## config.mk

```make
export PLATFORM = sky130hd
export DESIGN_NAME = rgb_to_hsv_hsl_converter
export DESIGN_NICKNAME = d
export VERILOG_FILES = /design/src/rtl/rhc_pkg.sv /design/src/rtl/rgb_to_hsv_hsl_converter.sv /design/src/rtl/rhc_divider.sv /design/src/rtl/rhc_front.sv /design/src/rtl/rhc_queue.sv /design/src/rtl/rhc_back.sv
export SDC_FILE = /design/constraint.sdc
export NUM_CORES = 2
export LEC_CHECK = 0
export ABC_AREA = 1
export BUFFER_PORTS_ARGS = -buffer_cell sky130_fd_sc_hd__buf_2
export CAP_MARGIN = 20
export CORE_MARGIN = 2
export CORE_UTILIZATION = 55
export CTS_BUF_LIST = sky130_fd_sc_hd__clkbuf_16
export DETAILED_ROUTE_END_ITERATION = 10
export PLACE_DENSITY = 0.72
export RECOVER_POWER = 50
export SYNTH_ARGS = -nofsm -noshare
export SYNTH_HDL_FRONTEND = slang
export SYNTH_SLANG_ARGS = --single-unit
```

## constraint.sdc

```tcl
create_clock -name clk_i -period 8.91 [get_ports clk_i]
set_input_delay 1.782 -clock clk_i [delete_from_list [all_inputs] [get_ports clk_i]]
set_output_delay 1.782 -clock clk_i [all_outputs]
set_load 0.01 [all_outputs]
```

## src/rtl/rhc_pkg.sv

```systemverilog
// Package for the RGB to HSV/HSL converter: widths, defaults and shared types.
// Used by every module under rtl.
package rhc_pkg;
  localparam int unsigned CHANNEL_BITS_DEF  = 8;
  localparam int unsigned FRACTION_BITS_DEF = 12;
  localparam int unsigned HUE_BITS          = 12;
  localparam int unsigned HUE_FULL          = 3600;
  localparam int unsigned QUEUE_DEPTH       = 2;

  typedef enum logic [1:0] {
    SECT_RED   = 2'd0,
    SECT_GREEN = 2'd1,
    SECT_BLUE  = 2'd2,
    SECT_GREY  = 2'd3
  } sector_e;
endpackage

```

## src/rtl/rgb_to_hsv_hsl_converter.sv

```systemverilog
// RGB to HSV/HSL converter top level; depends on rhc_pkg, rhc_front, rhc_queue, rhc_back.
// done rises once the word has passed the front register, queue slot, NB divider stages
// and output register, NB = CHANNEL_BITS + max(FRACTION_BITS + 1, 13). Throughput one word
// per cycle; busy stays low, dividers are fully pipelined. The receiver cannot stall; each
// result shows for one cycle with done_o.
// Reset clears all valid flags and color_space to HSV; payload registers are not reset.
module rgb_to_hsv_hsl_converter #(
  parameter int unsigned CHANNEL_BITS  = rhc_pkg::CHANNEL_BITS_DEF,
  parameter int unsigned FRACTION_BITS = rhc_pkg::FRACTION_BITS_DEF
) (
  input  logic                      clk_i,
  input  logic                      rst_ni,
  input  logic                      start,
  output logic                      busy,
  input  logic [CHANNEL_BITS-1:0]   red_i,
  input  logic [CHANNEL_BITS-1:0]   green_i,
  input  logic [CHANNEL_BITS-1:0]   blue_i,
  input  logic [CHANNEL_BITS-1:0]   alpha_i,
  output logic                      done_o,
  output logic [rhc_pkg::HUE_BITS-1:0] hue_o,
  output logic [FRACTION_BITS-1:0]  saturation_o,
  output logic [FRACTION_BITS-1:0]  level_o,
  output logic [CHANNEL_BITS-1:0]   alpha_out_o,
  input  logic                      cfg_valid_i,
  output logic                      cfg_ready_o,
  input  logic                      cfg_data_i
);
  import rhc_pkg::*;

  localparam int unsigned CB = CHANNEL_BITS;
  localparam int unsigned FB = FRACTION_BITS;
  localparam int unsigned QW = (CB + 13) + CB + (CB + FB + 1) + CB + (CB + FB + 2) + 2 + CB;

  logic hsl_q;
  logic fv;
  logic [CB+12:0] hnum;
  logic [CB-1:0] hden, sden, alpha_f;
  logic [CB+FB:0] snum;
  logic [CB+FB+1:0] lnum;
  logic grey, szero;
  logic qv;
  logic [QW-1:0] qd;

  assign busy        = 1'b0;
  assign cfg_ready_o = 1'b1;

  // hold the color space select; the user writes it only while idle, the block does not enforce this
  always_ff @(posedge clk_i or negedge rst_ni) begin
    if (!rst_ni) begin
      hsl_q <= 1'b0;
    end else if (cfg_valid_i) begin
      hsl_q <= cfg_data_i;
    end
  end

  rhc_front #(.CHANNEL_BITS(CB), .FRACTION_BITS(FB)) u_front (
    .clk_i, .rst_ni, .valid_i(start), .hsl_i(hsl_q),
    .red_i, .green_i, .blue_i, .alpha_i,
    .valid_o(fv), .hnum_o(hnum), .hden_o(hden), .snum_o(snum), .sden_o(sden),
    .lnum_o(lnum), .grey_o(grey), .szero_o(szero), .alpha_o(alpha_f)
  );

  rhc_queue #(.WIDTH(QW)) u_queue (
    .clk_i, .rst_ni, .push_i(fv),
    .data_i({hnum, hden, snum, sden, lnum, grey, szero, alpha_f}),
    .valid_o(qv), .data_o(qd)
  );

  rhc_back #(.CHANNEL_BITS(CB), .FRACTION_BITS(FB)) u_back (
    .clk_i, .rst_ni, .valid_i(qv),
    .hnum_i(qd[QW-1 -: CB+13]),
    .hden_i(qd[QW-CB-14 -: CB]),
    .snum_i(qd[QW-2*CB-14 -: CB+FB+1]),
    .sden_i(qd[QW-3*CB-FB-15 -: CB]),
    .lnum_i(qd[CB+2 +: CB+FB+2]),
    .grey_i(qd[CB+1]), .szero_i(qd[CB]), .alpha_i(qd[CB-1:0]),
    .valid_o(done_o), .hue_o, .saturation_o, .level_o, .alpha_o(alpha_out_o)
  );
endmodule

```

## src/rtl/rhc_divider.sv

```systemverilog
// Pipelined restoring divider: one numerator bit per stage, registered after each stage.
// Depends on rhc_pkg (import only). A new division enters every cycle.
module rhc_divider #(
  parameter int unsigned NBITS = 32,
  parameter int unsigned DBITS = 16,
  parameter int unsigned QBITS = 16,
  parameter int unsigned TBITS = 32
) (
  input  logic             clk_i,
  input  logic             rst_ni,
  input  logic             valid_i,
  input  logic [NBITS-1:0] num_i,
  input  logic [DBITS-1:0] den_i,
  input  logic [TBITS-1:0] tag_i,
  output logic             valid_o,
  output logic [QBITS-1:0] quo_o,
  output logic [TBITS-1:0] tag_o
);
  import rhc_pkg::*;

  localparam int unsigned RBITS = DBITS + 1;

  // stage s holds the state after numerator bit NBITS-1-s
  logic             vld_q [NBITS];
  logic [QBITS-1:0] quo_q [NBITS];
  logic [TBITS-1:0] tag_q [NBITS];
  logic [NBITS-1:0] num_q [NBITS-1];
  logic [DBITS-1:0] den_q [NBITS-1];
  logic [DBITS-1:0] rem_q [NBITS-1];

  for (genvar s = 0; s < NBITS; s++) begin : g_stage
    logic             vld_in;
    logic [NBITS-1:0] num_in;
    logic [DBITS-1:0] rem_in;
    logic [DBITS-1:0] den_in;
    logic [QBITS-1:0] quo_in;
    logic [TBITS-1:0] tag_in;
    logic [RBITS-1:0] shifted;
    logic [RBITS:0]   diff;
    logic             take;

    if (s == 0) begin : g_first
      assign vld_in = valid_i;
      assign num_in = num_i;
      assign rem_in = '0;
      assign den_in = den_i;
      assign quo_in = '0;
      assign tag_in = tag_i;
    end else begin : g_next
      assign vld_in = vld_q[s-1];
      assign num_in = num_q[s-1];
      assign rem_in = rem_q[s-1];
      assign den_in = den_q[s-1];
      assign quo_in = quo_q[s-1];
      assign tag_in = tag_q[s-1];
    end

    always_comb begin
      shifted = {rem_in, num_in[NBITS-1-s]};
      diff    = {1'b0, shifted} - {2'b00, den_in};
      take    = !diff[RBITS];
    end

    always_ff @(posedge clk_i or negedge rst_ni) begin
      if (!rst_ni) begin
        vld_q[s] <= 1'b0;
      end else begin
        vld_q[s] <= vld_in;
      end
    end

    always_ff @(posedge clk_i) begin
      quo_q[s] <= {quo_in[QBITS-2:0], take};
      tag_q[s] <= tag_in;
    end

    if (s < NBITS - 1) begin : g_carry
      always_ff @(posedge clk_i) begin
        num_q[s] <= num_in;
        den_q[s] <= den_in;
        rem_q[s] <= take ? diff[DBITS-1:0] : shifted[DBITS-1:0];
      end
    end
  end

  assign valid_o = vld_q[NBITS-1];
  assign quo_o   = quo_q[NBITS-1];
  assign tag_o   = tag_q[NBITS-1];
endmodule

```

## src/rtl/rhc_front.sv

```systemverilog
// Front end: finds max, min and d, picks the hue sector and forms the divider operands and level numerator.
// Depends on rhc_pkg. One registered stage; takes a word every cycle.
module rhc_front #(
  parameter int unsigned CHANNEL_BITS  = rhc_pkg::CHANNEL_BITS_DEF,
  parameter int unsigned FRACTION_BITS = rhc_pkg::FRACTION_BITS_DEF
) (
  input  logic                       clk_i,
  input  logic                       rst_ni,
  input  logic                       valid_i,
  input  logic                       hsl_i,
  input  logic [CHANNEL_BITS-1:0]    red_i,
  input  logic [CHANNEL_BITS-1:0]    green_i,
  input  logic [CHANNEL_BITS-1:0]    blue_i,
  input  logic [CHANNEL_BITS-1:0]    alpha_i,
  output logic                       valid_o,
  output logic [CHANNEL_BITS+12:0]   hnum_o,
  output logic [CHANNEL_BITS-1:0]    hden_o,
  output logic [CHANNEL_BITS+FRACTION_BITS:0] snum_o,
  output logic [CHANNEL_BITS-1:0]    sden_o,
  output logic [CHANNEL_BITS+FRACTION_BITS+1:0] lnum_o,
  output logic                       grey_o,
  output logic                       szero_o,
  output logic [CHANNEL_BITS-1:0]    alpha_o
);
  import rhc_pkg::*;

  localparam int unsigned CB = CHANNEL_BITS;
  localparam int unsigned FB = FRACTION_BITS;
  localparam int unsigned HB = CB + 13;
  localparam logic [CB-1:0] CMAX = {CB{1'b1}};
  localparam logic [FB-1:0] FMAX = {FB{1'b1}};

  logic [CB-1:0] mx, mn, d, sden;
  logic [CB:0]   sum, off;
  sector_e       sect;
  logic [HB-1:0] t, num_h;
  logic [CB+FB-1:0] prod_s;

  always_comb begin
    mx = red_i;
    if (green_i > mx) mx = green_i;
    if (blue_i > mx) mx = blue_i;
    mn = red_i;
    if (green_i < mn) mn = green_i;
    if (blue_i < mn) mn = blue_i;
    d   = mx - mn;
    sum = {1'b0, mx} + {1'b0, mn};
    off = (sum >= {1'b0, CMAX}) ? sum - {1'b0, CMAX} : {1'b0, CMAX} - sum;
    if (d == '0) sect = SECT_GREY;
    else if (mx == red_i) sect = SECT_RED;
    else if (mx == green_i) sect = SECT_GREEN;
    else sect = SECT_BLUE;
    // hue numerator, in tenths times d, always non-negative
    unique case (sect)
      SECT_RED: begin
        if (green_i >= blue_i) t = HB'(600) * HB'(green_i - blue_i);
        else t = HB'(3600) * HB'(d) - HB'(600) * HB'(blue_i - green_i);
      end
      SECT_GREEN: t = HB'(1200) * HB'(d) + HB'(600) * HB'(blue_i) - HB'(600) * HB'(red_i);
      SECT_BLUE:  t = HB'(2400) * HB'(d) + HB'(600) * HB'(red_i) - HB'(600) * HB'(green_i);
      default:    t = '0;
    endcase
    // round to nearest: (2t + d) / 2d
    num_h  = {t[HB-2:0], 1'b0} + HB'(d);
    prod_s = (CB+FB)'(d) * (CB+FB)'(FMAX);
    sden   = hsl_i ? CB'(CMAX - off[CB-1:0]) : mx;
  end

  always_ff @(posedge clk_i or negedge rst_ni) begin
    if (!rst_ni) begin
      valid_o <= 1'b0;
    end else begin
      valid_o <= valid_i;
    end
  end

  always_ff @(posedge clk_i) begin
    hnum_o  <= num_h;
    hden_o  <= (d == '0) ? CB'(1) : d;
    snum_o  <= {prod_s, 1'b0} + (CB+FB+1)'(sden);
    sden_o  <= (sden == '0) ? CB'(1) : sden;
    grey_o  <= (d == '0);
    szero_o <= (sden == '0);
    // level: HSV max*FMAX/CMAX, HSL sum*FMAX/(2*CMAX); as num over 4*CMAX with rounding
    lnum_o  <= hsl_i ?
      (CB+FB+2)'(2) * ((CB+FB+2)'(sum) * (CB+FB+2)'(FMAX)) + (CB+FB+2)'(2) * (CB+FB+2)'(CMAX)
      : (CB+FB+2)'(4) * ((CB+FB+2)'(mx) * (CB+FB+2)'(FMAX)) + (CB+FB+2)'(2) * (CB+FB+2)'(CMAX);
    alpha_o <= alpha_i;
  end
endmodule

```

## src/rtl/rhc_queue.sv

```systemverilog
// Short word queue between front and back end; fall-through free, registered storage.
// Depends on rhc_pkg for the depth constant.
module rhc_queue #(
  parameter int unsigned WIDTH = 8
) (
  input  logic             clk_i,
  input  logic             rst_ni,
  input  logic             push_i,
  input  logic [WIDTH-1:0] data_i,
  output logic             valid_o,
  output logic [WIDTH-1:0] data_o
);
  import rhc_pkg::*;

  localparam int unsigned AW = $clog2(QUEUE_DEPTH);

  logic [WIDTH-1:0] mem_q [QUEUE_DEPTH];
  logic [AW-1:0]    wr_q, rd_q;
  logic [AW:0]      cnt_q;

  // back end never stalls: drain one word each cycle
  always_ff @(posedge clk_i or negedge rst_ni) begin
    if (!rst_ni) begin
      wr_q  <= '0;
      rd_q  <= '0;
      cnt_q <= '0;
    end else begin
      if (push_i) wr_q <= wr_q + AW'(1);
      if (cnt_q != '0) rd_q <= rd_q + AW'(1);
      cnt_q <= cnt_q + (AW+1)'(push_i) - (AW+1)'(cnt_q != '0);
    end
  end

  always_ff @(posedge clk_i) begin
    if (push_i) mem_q[wr_q] <= data_i;
  end

  assign valid_o = (cnt_q != '0);
  assign data_o  = mem_q[rd_q];
endmodule

```

## src/rtl/rhc_back.sv

```systemverilog
// Back end: two pipelined dividers for hue and saturation, level by reciprocal multiply.
// Depends on rhc_pkg and rhc_divider.
module rhc_back #(
  parameter int unsigned CHANNEL_BITS  = rhc_pkg::CHANNEL_BITS_DEF,
  parameter int unsigned FRACTION_BITS = rhc_pkg::FRACTION_BITS_DEF
) (
  input  logic                       clk_i,
  input  logic                       rst_ni,
  input  logic                       valid_i,
  input  logic [CHANNEL_BITS+12:0]   hnum_i,
  input  logic [CHANNEL_BITS-1:0]    hden_i,
  input  logic [CHANNEL_BITS+FRACTION_BITS:0] snum_i,
  input  logic [CHANNEL_BITS-1:0]    sden_i,
  input  logic [CHANNEL_BITS+FRACTION_BITS+1:0] lnum_i,
  input  logic                       grey_i,
  input  logic                       szero_i,
  input  logic [CHANNEL_BITS-1:0]    alpha_i,
  output logic                       valid_o,
  output logic [rhc_pkg::HUE_BITS-1:0] hue_o,
  output logic [FRACTION_BITS-1:0]   saturation_o,
  output logic [FRACTION_BITS-1:0]   level_o,
  output logic [CHANNEL_BITS-1:0]    alpha_o
);
  import rhc_pkg::*;

  localparam int unsigned CB  = CHANNEL_BITS;
  localparam int unsigned FB  = FRACTION_BITS;
  localparam int unsigned QB  = (FB > HUE_BITS ? FB : HUE_BITS) + 1;
  localparam int unsigned HNB = CB + 13;
  localparam int unsigned SNB = CB + FB + 1;
  localparam int unsigned NB  = (HNB > SNB) ? HNB : SNB;
  localparam int unsigned TB  = 1 + FB + CB;
  localparam int unsigned LB  = CB + FB + 2;
  localparam int unsigned LS  = LB + CB + 2;
  // level divides by 4*CMAX; exact for any LB-bit numerator with this reciprocal
  localparam logic [63:0] LDIV = 64'(4) * ((64'(1) << CB) - 64'(1));
  localparam logic [63:0] LREC = ((64'(1) << LS) + LDIV - 64'(1)) / LDIV;

  logic [QB-1:0]   qh, qs;
  logic [TB-1:0]   th;
  logic            ts;
  logic            vh, vs;
  logic [2*LB:0]   lprod;
  logic [FB-1:0]   lev;

  always_comb begin
    lprod = (2*LB+1)'(lnum_i) * (2*LB+1)'(LREC[LB:0]);
    lev   = lprod[LS +: FB];
  end

  // both dividers share latency; quotients sized to cover 2x rounding headroom
  rhc_divider #(.NBITS(NB), .DBITS(CB + 1), .QBITS(QB), .TBITS(TB)) u_hdiv (
    .clk_i, .rst_ni, .valid_i,
    .num_i(NB'(hnum_i)), .den_i({hden_i, 1'b0}), .tag_i({grey_i, lev, alpha_i}),
    .valid_o(vh), .quo_o(qh), .tag_o(th)
  );
  rhc_divider #(.NBITS(NB), .DBITS(CB + 1), .QBITS(QB), .TBITS(1)) u_sdiv (
    .clk_i, .rst_ni, .valid_i,
    .num_i(NB'(snum_i)), .den_i({sden_i, 1'b0}), .tag_i(szero_i),
    .valid_o(vs), .quo_o(qs), .tag_o(ts)
  );

  logic [QB-1:0] hw;
  always_comb begin
    hw = (qh >= QB'(HUE_FULL)) ? qh - QB'(HUE_FULL) : qh;
  end

  always_ff @(posedge clk_i or negedge rst_ni) begin
    if (!rst_ni) begin
      valid_o <= 1'b0;
    end else begin
      valid_o <= vh & vs;
    end
  end

  always_ff @(posedge clk_i) begin
    hue_o        <= th[TB-1] ? '0 : hw[HUE_BITS-1:0];
    saturation_o <= (th[TB-1] | ts) ? '0 : qs[FB-1:0];
    level_o      <= th[CB +: FB];
    alpha_o      <= th[CB-1:0];
  end
endmodule

```

### Word-level counts from Yosys, hierarchy flattened

Memories as Yosys holds them, arrays and structs flattened. A register that Yosys moved wholly into a read port is not among the register bits.
Cells that the tools add are included.

* logic and storage cells: 237
* register bits: 150
* bits of input ports: 37
* bits in writable memories: 2748
* output and inout port bits: 47
* memories: 11

* multiply operators: 12
* eq/ne operators: 4
* reduce and logical (&&, ||, !) cells: 46
* mux-type cells: 55
* bitwise gates (word level): 1
* add/sub/neg operators: 63
* magnitude comparators: 7

Memories
* u_back.u_hdiv.tag_q: depth 21, bits a word 21, rd ports 21, clocked after Yosys merged registers in 0, write ports 21, line rhc_divider.sv:26 `logic [TBITS-1:0] tag_q [NBITS];`
* u_back.u_hdiv.num_q: depth 20, bits a word 21, rd ports 20, clocked after Yosys merged registers in 0, write ports 20, line rhc_divider.sv:27 `logic [NBITS-1:0] num_q [NBITS-1];`
* u_back.u_sdiv.num_q: depth 20, bits a word 21, rd ports 20, clocked after Yosys merged registers in 0, write ports 20, line rhc_divider.sv:27
* u_back.u_hdiv.quo_q: depth 21, bits a word 13, rd ports 21, clocked after Yosys merged registers in 0, write ports 21, line rhc_divider.sv:25 `logic [QBITS-1:0] quo_q [NBITS];`
* u_back.u_sdiv.quo_q: depth 21, bits a word 13, rd ports 21, clocked after Yosys merged registers in 1, write ports 21, line rhc_divider.sv:25
* u_back.u_hdiv.den_q: depth 20, bits a word 9, rd ports 20, clocked after Yosys merged registers in 0, write ports 20, line rhc_divider.sv:28 `logic [DBITS-1:0] den_q [NBITS-1];`
* 5 more memories

Operators by type and width (count)
* subtractor 10 x 9 -> 11 bit: 40
* 2-to-1 mux 9 bit: 40
* multiplier 7 x 8 -> 15 bit (first input constant): 5
* one-hot mux 20 bit (3 select lines): 1
* 2-to-1 mux 8 bit: 6
* adder 22 x 9 -> 22 bit (second input constant): 2
* multiplier 22 x 23 -> 44 bit (second input constant): 1
* adder 21 x 8 -> 21 bit: 2
* zero test 1 bit: 42
* multiplier 7 x 21 -> 17 bit (first input constant): 2
* multiplier 8 x 12 -> 20 bit (second input constant): 2
* subtractor 20 x 18 -> 20 bit: 2
* 2-to-1 mux 22 bit: 1
* multiplier 9 x 12 -> 21 bit (second input constant): 1
* adder 19 x 18 -> 20 bit: 1
* adder 20 x 18 -> 20 bit: 1
* 2-to-1 mux 20 bit: 1
* subtractor 1 x 9 -> 10 bit: 2
* subtractor 20 bit: 1
* subtractor 8 x 8 -> 9 bit: 2
* equality test 8 bit: 2
* greater-than comparator 8 bit: 2
* zero test 8 bit: 2
* less-than comparator 8 bit: 2
* other kinds (20): 25

### Logic depth before layout (Yosys ltp)

* word-level depth: 11
* mapped depth: 66
* mapped depth without buffers: 63

### Cells and area by module

A second synthesis with hierarchy kept.

* cell total of the unflattened synthesis: 10629
* area, all modules: 97738.7 sq um

By module, submodules not included
* rhc_divider (u_back.u_hdiv): sequential area each 22586.7 sq um, area each 35062.4 sq um, instances 1, cells an instance 3401
* rhc_divider (u_back.u_sdiv): sequential area each 14178.6 sq um, area each 28088.2 sq um, instances 1, cells an instance 2981
* rhc_front: sequential area each 1806.7 sq um, area each 23060.9 sq um, instances 1, cells an instance 3115
* rhc_queue: sequential area each 5505.3 sq um, area each 6762.7 sq um, instances 1, cells an instance 491
* rhc_back: sequential area each 905.9 sq um, area each 4702.0 sq um, instances 1, cells an instance 632
* rgb_to_hsv_hsl_converter: sequential area each 25.0 sq um, area each 62.6 sq um, instances 1, cells an instance 9

### Least setup slack after synthesis

No wires, ideal clock.

* path type: input to register
* from: input red_i[7]
* to: register u_front.hnum_o[20]
* arrival time: 10.802 ns
* stages: 54
* library setup time: 0.113 ns
* setup slack: -2.005 ns
* data required time: 8.797 ns
* buffers on the path: 2
* cells stage by stage: inv_1 ha_1 a21o_1 nor2_2 nand2_4 o21ai_4 buf_6 o21ai_1 ha_1 nand2_1 nor2_1 nand2_1 o211ai_2 nand2_2 buf_4 o21ai_2 inv_1 ha_1 [... 18 more ...] inv_1 ha_1 a21oi_1 o21ai_0 o21bai_1 nand2_1 nand2_1 a21oi_1 nor2_1 nor2_1 o21ai_0 or2_2 nand4_1 nand3_1 nand2_1 nor2_1 nand4_1 nand2_1

* elaborated cells on any way between the ends: 30
* classes of those cells: 7 x add/sub; 4 x mul; 4 x order compare; 4 x eq/ne; 9 x mux; 2 x reduce/logical

RTL lines
* from (decl): line rgb_to_hsv_hsl_converter.sv:15 `input logic [CHANNEL_BITS-1:0] red_i,`
* greater-than comparator 8 bit / less-than comparator 8 bit (equally long branches): line rhc_front.sv:41, rhc_front.sv:44
* 2-to-1 mux 8 bit (on tied branches): line rhc_front.sv:41, rhc_front.sv:44
* greater-than comparator 8 bit / less-than comparator 8 bit (equally long branches): line rhc_front.sv:42, rhc_front.sv:45
* 2-to-1 mux 8 bit (on tied branches): line rhc_front.sv:42, rhc_front.sv:45
* subtractor 8 bit *: line rhc_front.sv:46 `d = mx - mn;`
* net u_front.d[7]: line rhc_front.sv:33 `logic [CB-1:0] mx, mn, d, sden;`
* multiplier 7 x 8 -> 15 bit, or another cell as far along: line rhc_front.sv:59, rhc_front.sv:60
* adder 20 x 18 -> 20 bit, or another cell as far along: line rhc_front.sv:60 `SECT_BLUE: t = HB'(2400) * HB'(d) + HB'(600) * HB'(red_i) - HB'(600) * HB'(green_i);`
* subtractor 20 x 18 -> 20 bit, or another cell as far along: line rhc_front.sv:60
* one-hot mux 20 bit (3 select lines): line rhc_front.sv:54 `unique case (sect)`
* adder 21 x 8 -> 21 bit *: line rhc_front.sv:64 `num_h = {t[HB-2:0], 1'b0} + HB'(d);`
* net u_front.num_h[20]: line rhc_front.sv:36 `logic [HB-1:0] t, num_h;`
* to (signal assigned): line rhc_front.sv:78 `hnum_o <= num_h;`
* to (decl): line rhc_front.sv:16 `output logic [CHANNEL_BITS+12:0] hnum_o,`

Mark *: on every way through the listed nets, which the timed path passes. The rest lies on a longest branch.
A chain may end at the register's enable or synchronous reset.

### Worst setup path in the final report

* from: input red_i[5]
* to: register u_front.hnum_o[19]

Same word-level chain as after synthesis.

==> results.txt <==
- Status: complete, but fails checks
- The final reports fail on setup timing.
- After layout, the minimum clock period comes to 9.56 ns.
* Final setup violation count: 26
* Most instantiated cells after synthesis: dfxtp_1 (1822), inv_1 (1327), ha_1 (925), nand2_1 (775), a21oi_1 (731)
- Worst setup timing slack at the placement stage: -1.68 ns
* Post-route setup TNS: -8.40 ns
- Relative slew slack: 36.6%
* Slowest stage cell on the critical path: fa_1
* Effective utilization at floorplan: 55.2%
- In the final layout, the multi-input gates occupy 35800 sq um.
- Measured along the y axis, the die boundary spans a little under 400 um.
- Post-detailed-route via-to-cell ratio: 4.86
- Dividing the detail-routed wire length by the instance count gives between 10 and 15 um.
- In this run, synthesis inferred around 170 flip-flops with an integrated enable.
- Final hold viol count: 0
* Synthesized instance count: 7936
- Clock-pin slew was measured on the worst setup and hold paths at ~0.060 ns.
- For this run, asynchronously set or reset flops after synthesis account for 1.38%.
- Register cell area after layout: 42400 sq um
- Max Cap Violations: 0
- The first global-routing pass estimated 249000 um of wire.
- The post-route netlist has 15.9% of its cells at a drive strength greater than 1.
- Critical path capture point type: flop
* Antenna diode instance count: 0
- Synth cell types: 67
* Root cell of the clock tree: clkbuf_16
- Along the worst path, the maximum fanout reaches 8.
- The tightest min-delay check is of the flop to flop type.
* Pin count of the biggest net entering global routing: 65
- Clk Latency, worst-skew pair: between 0.8 and 0.9 ns
- Kind of cell adding the most delay to the critical path: adder cells
- At the pin with the least slew margin, the transition time is roughly 0.94 ns.
- In this run the remaining antenna-violating nets after routing total 0.
- The synthesized netlist occupies a cell area of approximately 81000 sq um.
* Arrival time of the worst setup path: 10.29 ns
* Clock buffer count from CTS: between 150 and 200
- Classification of the worst setup path: primary input to flop
* Die Span X: 389 um
- Largest area contributor in the synthesized netlist: dfxtp_1
- Most instantiated flip-flop cell in the synthesis netlist: dfxtp_1
- During synthesis, Yosys emitted a total of 0 warnings.
* Sequential element share of the synthesized area: 52.1%
- Vias in the first global route: 53400
- The die covers 151000 sq um.
- Most numerous cell in the Yosys netlist: dfxtp_1
* Synth Register Bits: 2024
- For this run, the slowest stage of the critical path takes 0.53 ns.
- Worst setup SP type: primary input
* Crit share post-route: 107%
- Number of input and output port buffers inserted: just over 80
* Number of buffers between clock root and the deepest sink: 3
- Total clock sinks: 2024
- Number of fillers in the final layout: around 11000
* Max Clk Rate: approximately 100 MHz
* Final weighted congestion of routability-driven global placement: 0.945
- Number of design rule violations left after detail routing: 0
* Starting DRC count in detailed routing: 1977
- Across all layers, the routed design uses 52700 vias.
- The wire-length estimate of the detail-placed layout is 113000 um.
- Compared with the post-synthesis result, the final layout area differs by 19.6%.
- Data on the critical path is required at its endpoint by about 9.6 ns.
* Cell Area, Placed: 88600 sq um
* Clock skew after layout: around 0.063 ns
- Number of antenna violations at the first check in global routing: 1
* Layout Nets: 9946
- Yosys attributes the largest share of cell area to dfxtp_1 (45%), ha_1 (14%), edfxtp_1 (6.4%).
- Number of buffer and inverter stages on the critical path: 13
- Non-Filler Cell Area, Final: 97300 sq um
* Unrepaired setup endpoints after global routing: yes
* Area share of the leading cell type in the synthesized netlist: 44.8%
- The clock tree synthesis step divided the H-tree into 4 levels.
- For this run, the share of the core covered by cells in the final layout is 66.1%.
* Number of primary I/O pins: 84
* # hold bufs at CTS: 0
- The floorplan has between 100 and 150 rows.
* Average instance area after synthesis: 10.3 sq um
- CTS tree: done
- Global-route usage over all layers: 20.0%
- Grt ovf: 0
- For this block, the routed nets add up to 152000 um of wire.
* Final Worst Setup Slack: -0.647 ns
- In this run the standard cell core region covers 147000 sq um.
- The pre-antenna-repair detailed-routing pass consisted of 5 iterations.
- Number of pins exceeding their max-slew limit in the final report: 0
[state kept, by name, summed over array words and instances, names as in the netlist, 21 cells and up]
| register | count |
|---|---|
| u_back.u_hdiv.den_q | 160 |
| u_back.u_hdiv.num_q | 210 |
| u_back.u_hdiv.quo_q | 91 |
| u_back.u_hdiv.rem_q | 160 |
| u_back.u_hdiv.tag_q | 441 |
| u_back.u_sdiv.den_q | 160 |
| u_back.u_sdiv.num_q | 210 |
| u_back.u_sdiv.quo_q | 78 |
| u_back.u_sdiv.rem_q | 160 |
| u_back.u_sdiv.tag_q | 21 |
| u_front.lnum_o | 21 |
| u_queue.mem_q | 174 |
[kinds of logic (layout without fill, tap and decap cells)]
| logic type | after synthesis | after routing | share of synthesized area (%) |
|---|---|---|---|
| buffers and inverters | 1417 | 2382 | 6.59 |
| AO/OA/AOI/OAI | 1191 | 1191 | 7.86 |
| adder cells (fa/ha/maj) | 1161 | 1161 | 20.0 |
| other | 2 | 8 | 0.00923 |
| AND/OR/NAND/NOR | 1703 | 1703 | 8.69 |
| multiplexers | 7 | 7 | 0.0876 |
| XOR/XNOR | 431 | 431 | 4.64 |
| flip-flops | 2024 | 2024 | 52.1 |
[final timing paths]
kind,startpoint,endpoint,slack (ns),depth (start not counted)
setup / recovery,red_i[5],u_front.hnum_o[19],-0.65,56
hold / removal,u_back.u_hdiv.num_q[2][9],u_back.u_hdiv.num_q[2][30],0.29,0
setup reg to reg,u_queue.rd_q,u_back.u_hdiv.tag_q[0][19],3.43,23
hold reg to reg,u_back.u_hdiv.num_q[2][9],u_back.u_hdiv.num_q[2][30],0.29,0
max in group asynchronous,rst_ni,u_queue.rd_q,7.52,1
min in group asynchronous,rst_ni,u_back.u_hdiv.g_stage[18].vld_in,0.96,1
[worst register-to-register path, stage by stage (launching register included)]
cell and delay (ns):
dfrtp_2 0.71, inv_2 0.33, nand2_1 0.14, nand2_1 0.19
ha_1 0.35, inv_1 0.05, fa_1 0.50, inv_1 0.04
ha_1 0.28, ha_1 0.29, ha_1 0.29, ha_1 0.35
nand2_1 0.09, inv_1 0.07, nand3_1 0.09, nor2_1 0.14
nand2_1 0.06, o21ai_0 0.41, nand2_1 0.10, o211ai_1 0.17
nand3_1 0.16, a21boi_0 0.29, nand2_1 0.11, xnor2_1 0.13
[per-stage QoR]
stage               hold WS (ns)  instances
floorplan                  0.310       7942
global placement           0.309      10400
detailed placement         0.312      10400
CTS                        0.276      10800
global route               0.289      10800
finish                     0.289      10800
[timing repair]
item | in CTS | in global routing
pin swaps | 137 | 181
cloned | 1 | 0
setup buffers | 48 | 43
resized for setup | 139 | 219
endpoints found under the setup margin | 27 | 35
[layer usage]
metal | vias to the layer above | track usage [%] | wire length [um]
met5 | - | 0 | 13
li1 | 27000 | - | -
met3 | 299 | 2.86 | 4480
met4 | 2 | 7.41 | 5000
met1 | 24700 | 23.4 | 64300
met2 | 700 | 36.8 | 77900
[layout by cell type (no fill, tap or decap), types with 21 or more instances in the layout]
cell       instances
nand3_1          103
fa_1             226
nor2_1           604
a31oi_1           52
ha_4              52
dfxtp_1         1822
nand3_2           23
o21ai_1           25
clkbuf_16        190
nor3_1            21
o21ai_2           34
a21oi_1          687
o21bai_1          24
nand4_1           28
dfrtp_1           27
buf_2             80
ha_1             871
inv_1           1311
edfxtp_1         174
buf_6             42
o21ai_0          225
a21oi_2           34
nand2_1          733
bufinv_16         21
buf_4            570
clkinv_1          36
or2_2             57
a21o_1            21
clkinv_2          35
nand2_2           33
xnor2_1          131
inv_2             46
xor2_1           262
[final cells by class]
type / count / area share, %
Clock buffer: 190 / 4.89
Clock inverter: 156 / 1.61
Inverter: 1335 / 5.18
Multi-Input combinational cell: 4501 / 36.8
Sequential cell: 2024 / 43.6
Tap cell: 1930 / 2.48
Timing Repair Buffer: 701 / 5.46
Power is not shown: default switching activity piles up to over one toggle a cycle in this logic, so the estimate is an artifact.
